<file path="config.mk">
export PLATFORM = sky130hd
export DESIGN_NAME = cqa_ctrl
export DESIGN_NICKNAME = d
export VERILOG_FILES = /design/src/rtl/core/cqa_pkg.sv /design/src/rtl/core/cqa_ctrl.sv
export SDC_FILE = /design/constraint.sdc
export NUM_CORES = 1
export LEC_CHECK = 0
export ABC_AREA = 1
export BUFFER_PORTS_ARGS = -buffer_cell sky130_fd_sc_hd__buf_4
export CORE_MARGIN = 4
export CORE_UTILIZATION = 30
export CTS_CLUSTER_SIZE = 16
export DETAILED_ROUTE_END_ITERATION = 8
export GPL_TIMING_DRIVEN = 0
export PLACE_DENSITY_LB_ADDON = 0.1
export SYNTH_ARGS = -nofsm -noshare
export SYNTH_HDL_FRONTEND = slang
export SYNTH_SLANG_ARGS = --single-unit
export TNS_END_PERCENT = 100
</file>
<file path="constraint.sdc">
create_clock -name clk_i -period 1.5 [get_ports clk_i]
set_input_delay 0.15 -clock clk_i [delete_from_list [all_inputs] [get_ports clk_i]]
set_output_delay 0.15 -clock clk_i [all_outputs]
set_load 0.01 [all_outputs]
</file>
<file path="src/rtl/core/cqa_pkg.sv">
// types, constants and helpers shared by the cochran q accumulator
`default_nettype none
package cqa_pkg;

  localparam int MAX_VARS    = 16;
  localparam int VAR_W       = 4;
  localparam int K_W         = 5;
  localparam int WEIGHT_BITS = 16;
  localparam int CNT_W       = 40;
  localparam int CHS_W       = 24;
  localparam int ROW_W       = 64;
  localparam int S1_W        = 44;
  localparam int MUL_W       = 96;
  localparam int MULB_W      = 48;
  localparam int REM_W       = 112;
  localparam int Q_W         = 32;

  localparam logic [CNT_W-1:0] MAX40 = {CNT_W{1'b1}};
  localparam logic [CHS_W-1:0] MAX24 = {CHS_W{1'b1}};

  localparam logic [1:0] STATUS_OK       = 2'd0;
  localparam logic [1:0] STATUS_TOO_MANY = 2'd1;
  localparam logic [1:0] STATUS_ZERO_DEN = 2'd2;

  localparam logic REC_COUNTS = 1'b0;
  localparam logic REC_STAT   = 1'b1;

  localparam logic [0:0] REG_VAR_COUNT = 1'b0;

  typedef struct packed {
    logic [3:0]  var_index;
    logic [63:0] value_bits;
    logic        excluded;
    logic [15:0] case_weight;
    logic        case_end;
    logic        data_end;
  } item_t;

  typedef struct packed {
    logic        record_kind;
    logic [3:0]  out_var;
    logic [39:0] hit_total;
    logic [39:0] miss_total;
    logic [39:0] case_total;
    logic [31:0] q_value;
    logic [3:0]  degrees;
    logic [1:0]  status;
    logic        last;
  } result_t;

  typedef enum logic [4:0] {
    S_IDLE, S_UPD, S_SQ, S_MULW, S_ADDR, S_ENDSEL, S_EMIT, S_HSQ, S_S1LD,
    S_S1SQ, S_KS1, S_CHK, S_NUM1, S_NUM2, S_NUM3, S_SAT, S_DIV, S_STAT
  } state_e;

  typedef enum logic [4:0] {
    OP_NONE, OP_UPD, OP_SQ, OP_MULW, OP_ADDR, OP_ENDSEL, OP_EMIT, OP_HSQ,
    OP_S1LD, OP_S1SQ, OP_KS1, OP_CHK, OP_NUM1, OP_NUM2, OP_NUM3, OP_SAT,
    OP_DIV, OP_STAT
  } op_e;

  typedef struct packed {
    logic load;
    op_e  op;
  } cmd_t;

  typedef struct packed {
    logic close;
    logic dend;
    logic tmv;
    logic mul_done;
    logic last_var;
    logic zero_den;
    logic sat;
    logic div_last;
  } sts_t;

  function automatic logic [CNT_W-1:0] sat40(input logic [CNT_W:0] s);
    return s[CNT_W] ? MAX40 : s[CNT_W-1:0];
  endfunction

endpackage
`default_nettype wire

</file>
<file path="src/rtl/core/cqa_ctrl.sv">
// sequencer for item updates and the end of data pass
`default_nettype none
module cqa_ctrl (
  input  wire logic          clk_i,
  input  wire logic          rst_ni,
  input  wire logic          start_i,
  input  wire cqa_pkg::sts_t sts_i,
  output cqa_pkg::cmd_t      cmd_o,
  output logic               busy_o
);
  import cqa_pkg::*;

  state_e state_q, state_d;

  always_ff @(posedge clk_i or negedge rst_ni) begin
    if (!rst_ni) begin
      state_q <= S_IDLE;
    end else begin
      state_q <= state_d;
    end
  end

  always_comb begin
    state_d = state_q;
    case (state_q)
      S_IDLE:   if (start_i) state_d = S_UPD;
      S_UPD: begin
        if (sts_i.close) state_d = S_SQ;
        else if (sts_i.dend) state_d = S_ENDSEL;
        else state_d = S_IDLE;
      end
      S_SQ:     state_d = S_MULW;
      S_MULW:   state_d = S_ADDR;
      S_ADDR:   state_d = sts_i.dend ? S_ENDSEL : S_IDLE;
      S_ENDSEL: state_d = sts_i.tmv ? S_STAT : S_EMIT;
      S_EMIT:   state_d = S_HSQ;
      S_HSQ: begin
        if (sts_i.mul_done) state_d = sts_i.last_var ? S_S1LD : S_EMIT;
      end
      S_S1LD:   state_d = S_S1SQ;
      S_S1SQ:   if (sts_i.mul_done) state_d = S_KS1;
      S_KS1:    state_d = S_CHK;
      S_CHK:    state_d = sts_i.zero_den ? S_STAT : S_NUM1;
      S_NUM1:   state_d = S_NUM2;
      S_NUM2:   state_d = S_NUM3;
      S_NUM3:   state_d = S_SAT;
      S_SAT:    state_d = sts_i.sat ? S_STAT : S_DIV;
      S_DIV:    if (sts_i.div_last) state_d = S_STAT;
      S_STAT:   state_d = S_IDLE;
      default:  state_d = S_IDLE;
    endcase
  end

  always_comb begin
    busy_o     = (state_q != S_IDLE);
    cmd_o.load = (state_q == S_IDLE) && start_i;
    case (state_q)
      S_UPD:    cmd_o.op = OP_UPD;
      S_SQ:     cmd_o.op = OP_SQ;
      S_MULW:   cmd_o.op = OP_MULW;
      S_ADDR:   cmd_o.op = OP_ADDR;
      S_ENDSEL: cmd_o.op = OP_ENDSEL;
      S_EMIT:   cmd_o.op = OP_EMIT;
      S_HSQ:    cmd_o.op = OP_HSQ;
      S_S1LD:   cmd_o.op = OP_S1LD;
      S_S1SQ:   cmd_o.op = OP_S1SQ;
      S_KS1:    cmd_o.op = OP_KS1;
      S_CHK:    cmd_o.op = OP_CHK;
      S_NUM1:   cmd_o.op = OP_NUM1;
      S_NUM2:   cmd_o.op = OP_NUM2;
      S_NUM3:   cmd_o.op = OP_NUM3;
      S_SAT:    cmd_o.op = OP_SAT;
      S_DIV:    cmd_o.op = OP_DIV;
      S_STAT:   cmd_o.op = OP_STAT;
      default:  cmd_o.op = OP_NONE;
    endcase
  end

endmodule
`default_nettype wire

</file>
==> metrics <==
Most common cell on crit path nand2_2; Largest Register state_q; die area 2693 um^2; Cells on Worst Hold Path 4; Crit Path Category flop to flop; FF+latch count, synth 5; chip width 51.90 um; Worst setup EP type flop; Post-synth EDFFs 0; cells along the critical path inv_4 > nand2_4 > nor2_4 > nand2_4 > nand2_2 > nand2_2 > nand2_2 > nor2_4 > nand2_1 > nand2_1; Slew Viols, Final 0; WP buf/inv 1; Yosys top cell by area dfrtp_1; clk_skew 0.001083 ns; total I/O pin count 18; drt drc 0; Sink Count 5; ys async rst share 100.0%; status finished, final reports clean; Synth Cell Area 578.1 um^2; Critical-path top delay cell dfrtp_2; initial DRC count 14; ANT cells 0; minimum clock period 1.405 ns; CP Depth 10; register area share after synthesis 21.65%; hold crit path type primary input to flop; initial antenna violation count 0; Synth top area share 21.65%; most frequent cells after synthesis 31 x nand2_1, 17 x nor2_1, 13 x nand3_1; final worst path period share 93.63%; r2r worst-path depth 10; max incr delay on CP 0.46 ns; # rows 15; post-DR vias/cell 4.678; r2r setup slk 0.1 ns; Distinct cells, synth 19; top flop regs state_q x5; GRT Overall Usage 12.22%; vias in the first global route 600; global route total overflow 0; average cell area after synthesis 5.781 um^2; post-route ant nets 0; Setup crit start kind flop; routed vias 711; Largest register FFs 5; top_reg_cell synth dfrtp_1; Synth area leaders dfrtp_1 22%, nand2_1 20%, nand3_1 11%, nor2_1 11%, nand2_2 6.5%; setup tns final 0 ns; Pleak 0.4871 nW; Area Growth Syn to Fin 45.24%; NumNets Final 139; fraction of layout cells with a size suffix above 1 40.16%; CTS Buf Count 3; worst skew pair latency 0.24 ns; Critical Path RT 1.62 ns; largest net degree at the start of global routing 10; CP arrival 1.53 ns; Util after Layout 47.09%; worst hold start sts_i[4]; RSZ-0062 raised after global routing no; syn_nets 111; Crit path max-delay family simple AND/OR/NAND/NOR gates; reg-to-reg critical path endpoint state_q[0]$_DFFE_PN0P_; Slew headroom 78.08%; Max Clock Freq 712.0 MHz; pwr dens 1617 nW/um^2; hold-critical path endpoint state_q[3]$_DFFE_PN0P_; root buffer cell clkbuf_4; Worst Max-Slew Pin Slew 0.3261 ns; Buffers on Ports 17; Starting Density 32.42%; Syn. warnings 0; clk buf depth 2; final setup fails 0; Initial DRT Pass Iterations 4; RePlAce Congestion 0.8553; CTS HTree Levels 1; Max IR drop VDD 0.0006347 V; Final Hold Fails 0; Synth Instances 100; TritonCTS clock tree built; DR WL/cell 10.43 um; drt total wl 1585 um; Max FO, Critical Path 9; clk slew on worst S/H paths 0.04 ns; max cap viols 0; Die Ht 51.90 um; count leader, synth nand2_1; core area 1783 um^2; FF-to-FF Start state_q[4]$_DFFE_PN0P_; first-pass GRT wire length 2428 um; Detail Placement HPWL 1236 um
-- routing by layer --
layer / share of wire [%] / global-route usage (%) / wire [um] / vias up
met1: 44 / 16.26 / 701 / 324
met2: 49 / 19.46 / 774 / 22
met5: 0 / 0 / 0 / -
met3: 6.9 / 0.8596 / 109 / 0
li1: - / - / - / 365
met4: 0 / 6.550 / 0 / 0
-- worst max-delay path by stage --
stage	startpoint	endpoint	slack (ns)
floorplan	state_q[4]$_DFFE_PN0P_	state_q[3]$_DFFE_PN0P_	0.22
global placement	state_q[4]$_DFFE_PN0P_	state_q[0]$_DFFE_PN0P_	0.02
detailed placement	state_q[4]$_DFFE_PN0P_	state_q[1]$_DFFE_PN0P_	0.03
CTS	state_q[4]$_DFFE_PN0P_	state_q[1]$_DFFE_PN0P_	0.02
global route	state_q[1]$_DFFE_PN0P_	state_q[2]$_DFFE_PN0P_	0.01
finish	state_q[4]$_DFFE_PN0P_	state_q[0]$_DFFE_PN0P_	0.1
-- metrics by stage --
stage / instances / power, mW / setup WS, ns / hold WS [ns] / area (um^2)
5_1_grt: 152 / 1.482 / 0.01025 / 0.2402 / 839.6
6_report: 152 / 1.357 / 0.09548 / 0.2231 / 839.6
2_1_floorplan: 100 / 0.7979 / 0.2175 / -0.1456 / 578.1
3_3_place_gp: 142 / 1.074 / 0.02357 / -0.04947 / 737.0
4_1_cts: 150 / 1.310 / 0.02374 / 0.2145 / 804.5
3_5_place_dp: 142 / 1.068 / 0.03196 / -0.04711 / 737.0
-- layout make-up --
| cell class | instances | area [um^2] |
|---|---|---|
| flip-flops and latches | 5 | 127.6 |
| multi-input cells | 80 | 417.9 |
| well taps | 25 | 31.28 |
| repair buffers | 23 | 175.2 |
| clock buffers | 4 | 26.28 |
| fillers | 192 | 943.4 |
| inverters | 15 | 61.31 |
-- cell usage in the layout (no fill, tap or decap) --
cell type	netlist	layout
clkbuf_4	0	3
clkbuf_1	0	1
inv_2	5	5
inv_1	9	8
o22ai_1	1	1
nand2_1	31	29
dlygate4sd3_1	0	1
nand3_1	13	13
o21ai_2	1	1
nor4_2	1	1
inv_4	1	2
nor3_1	1	1
nor2_1	17	16
nor2_4	2	3
a21oi_1	1	1
dfrtp_2	0	2
o21ai_0	1	1
nor3_4	0	1
nand2_4	2	3
nor2_2	1	1
dfrtp_1	5	3
nand2_2	6	7
a22oi_1	1	1
buf_4	0	22
-- where the power goes --
group,internal (mW),total [mW],switching (mW)
logic,0.386,0.962,0.576
clock network,0.100,0.152,0.0515
registers,0.183,0.243,0.0599
total,0.670,1.36,0.688
-- timing repair --
item | CTS | global route
endpoints found under the hold margin | 5 | 0
hold buffers | 1 | 0
buffers inserted | 3 | 2
endpoints found under the setup margin | 2 | 5
gates resized for setup | 3 | 7
pin swaps | 1 | 0
-- kinds of logic after synthesis --
logic type,Yosys count,share of synthesized area [%]
flip-flops,5,21.65
AO/OA/AOI/OAI,5,5.627
buffers and inverters,15,10.17
AND/OR/NAND/NOR,75,62.55
-- tightest hold or removal path, stage by stage --
cell and delay, ns:
buf_4 0.08, inv_1 0.05, nand3_1 0.09, nand2_2 0.05
Power figures use the tool's default switching activity.
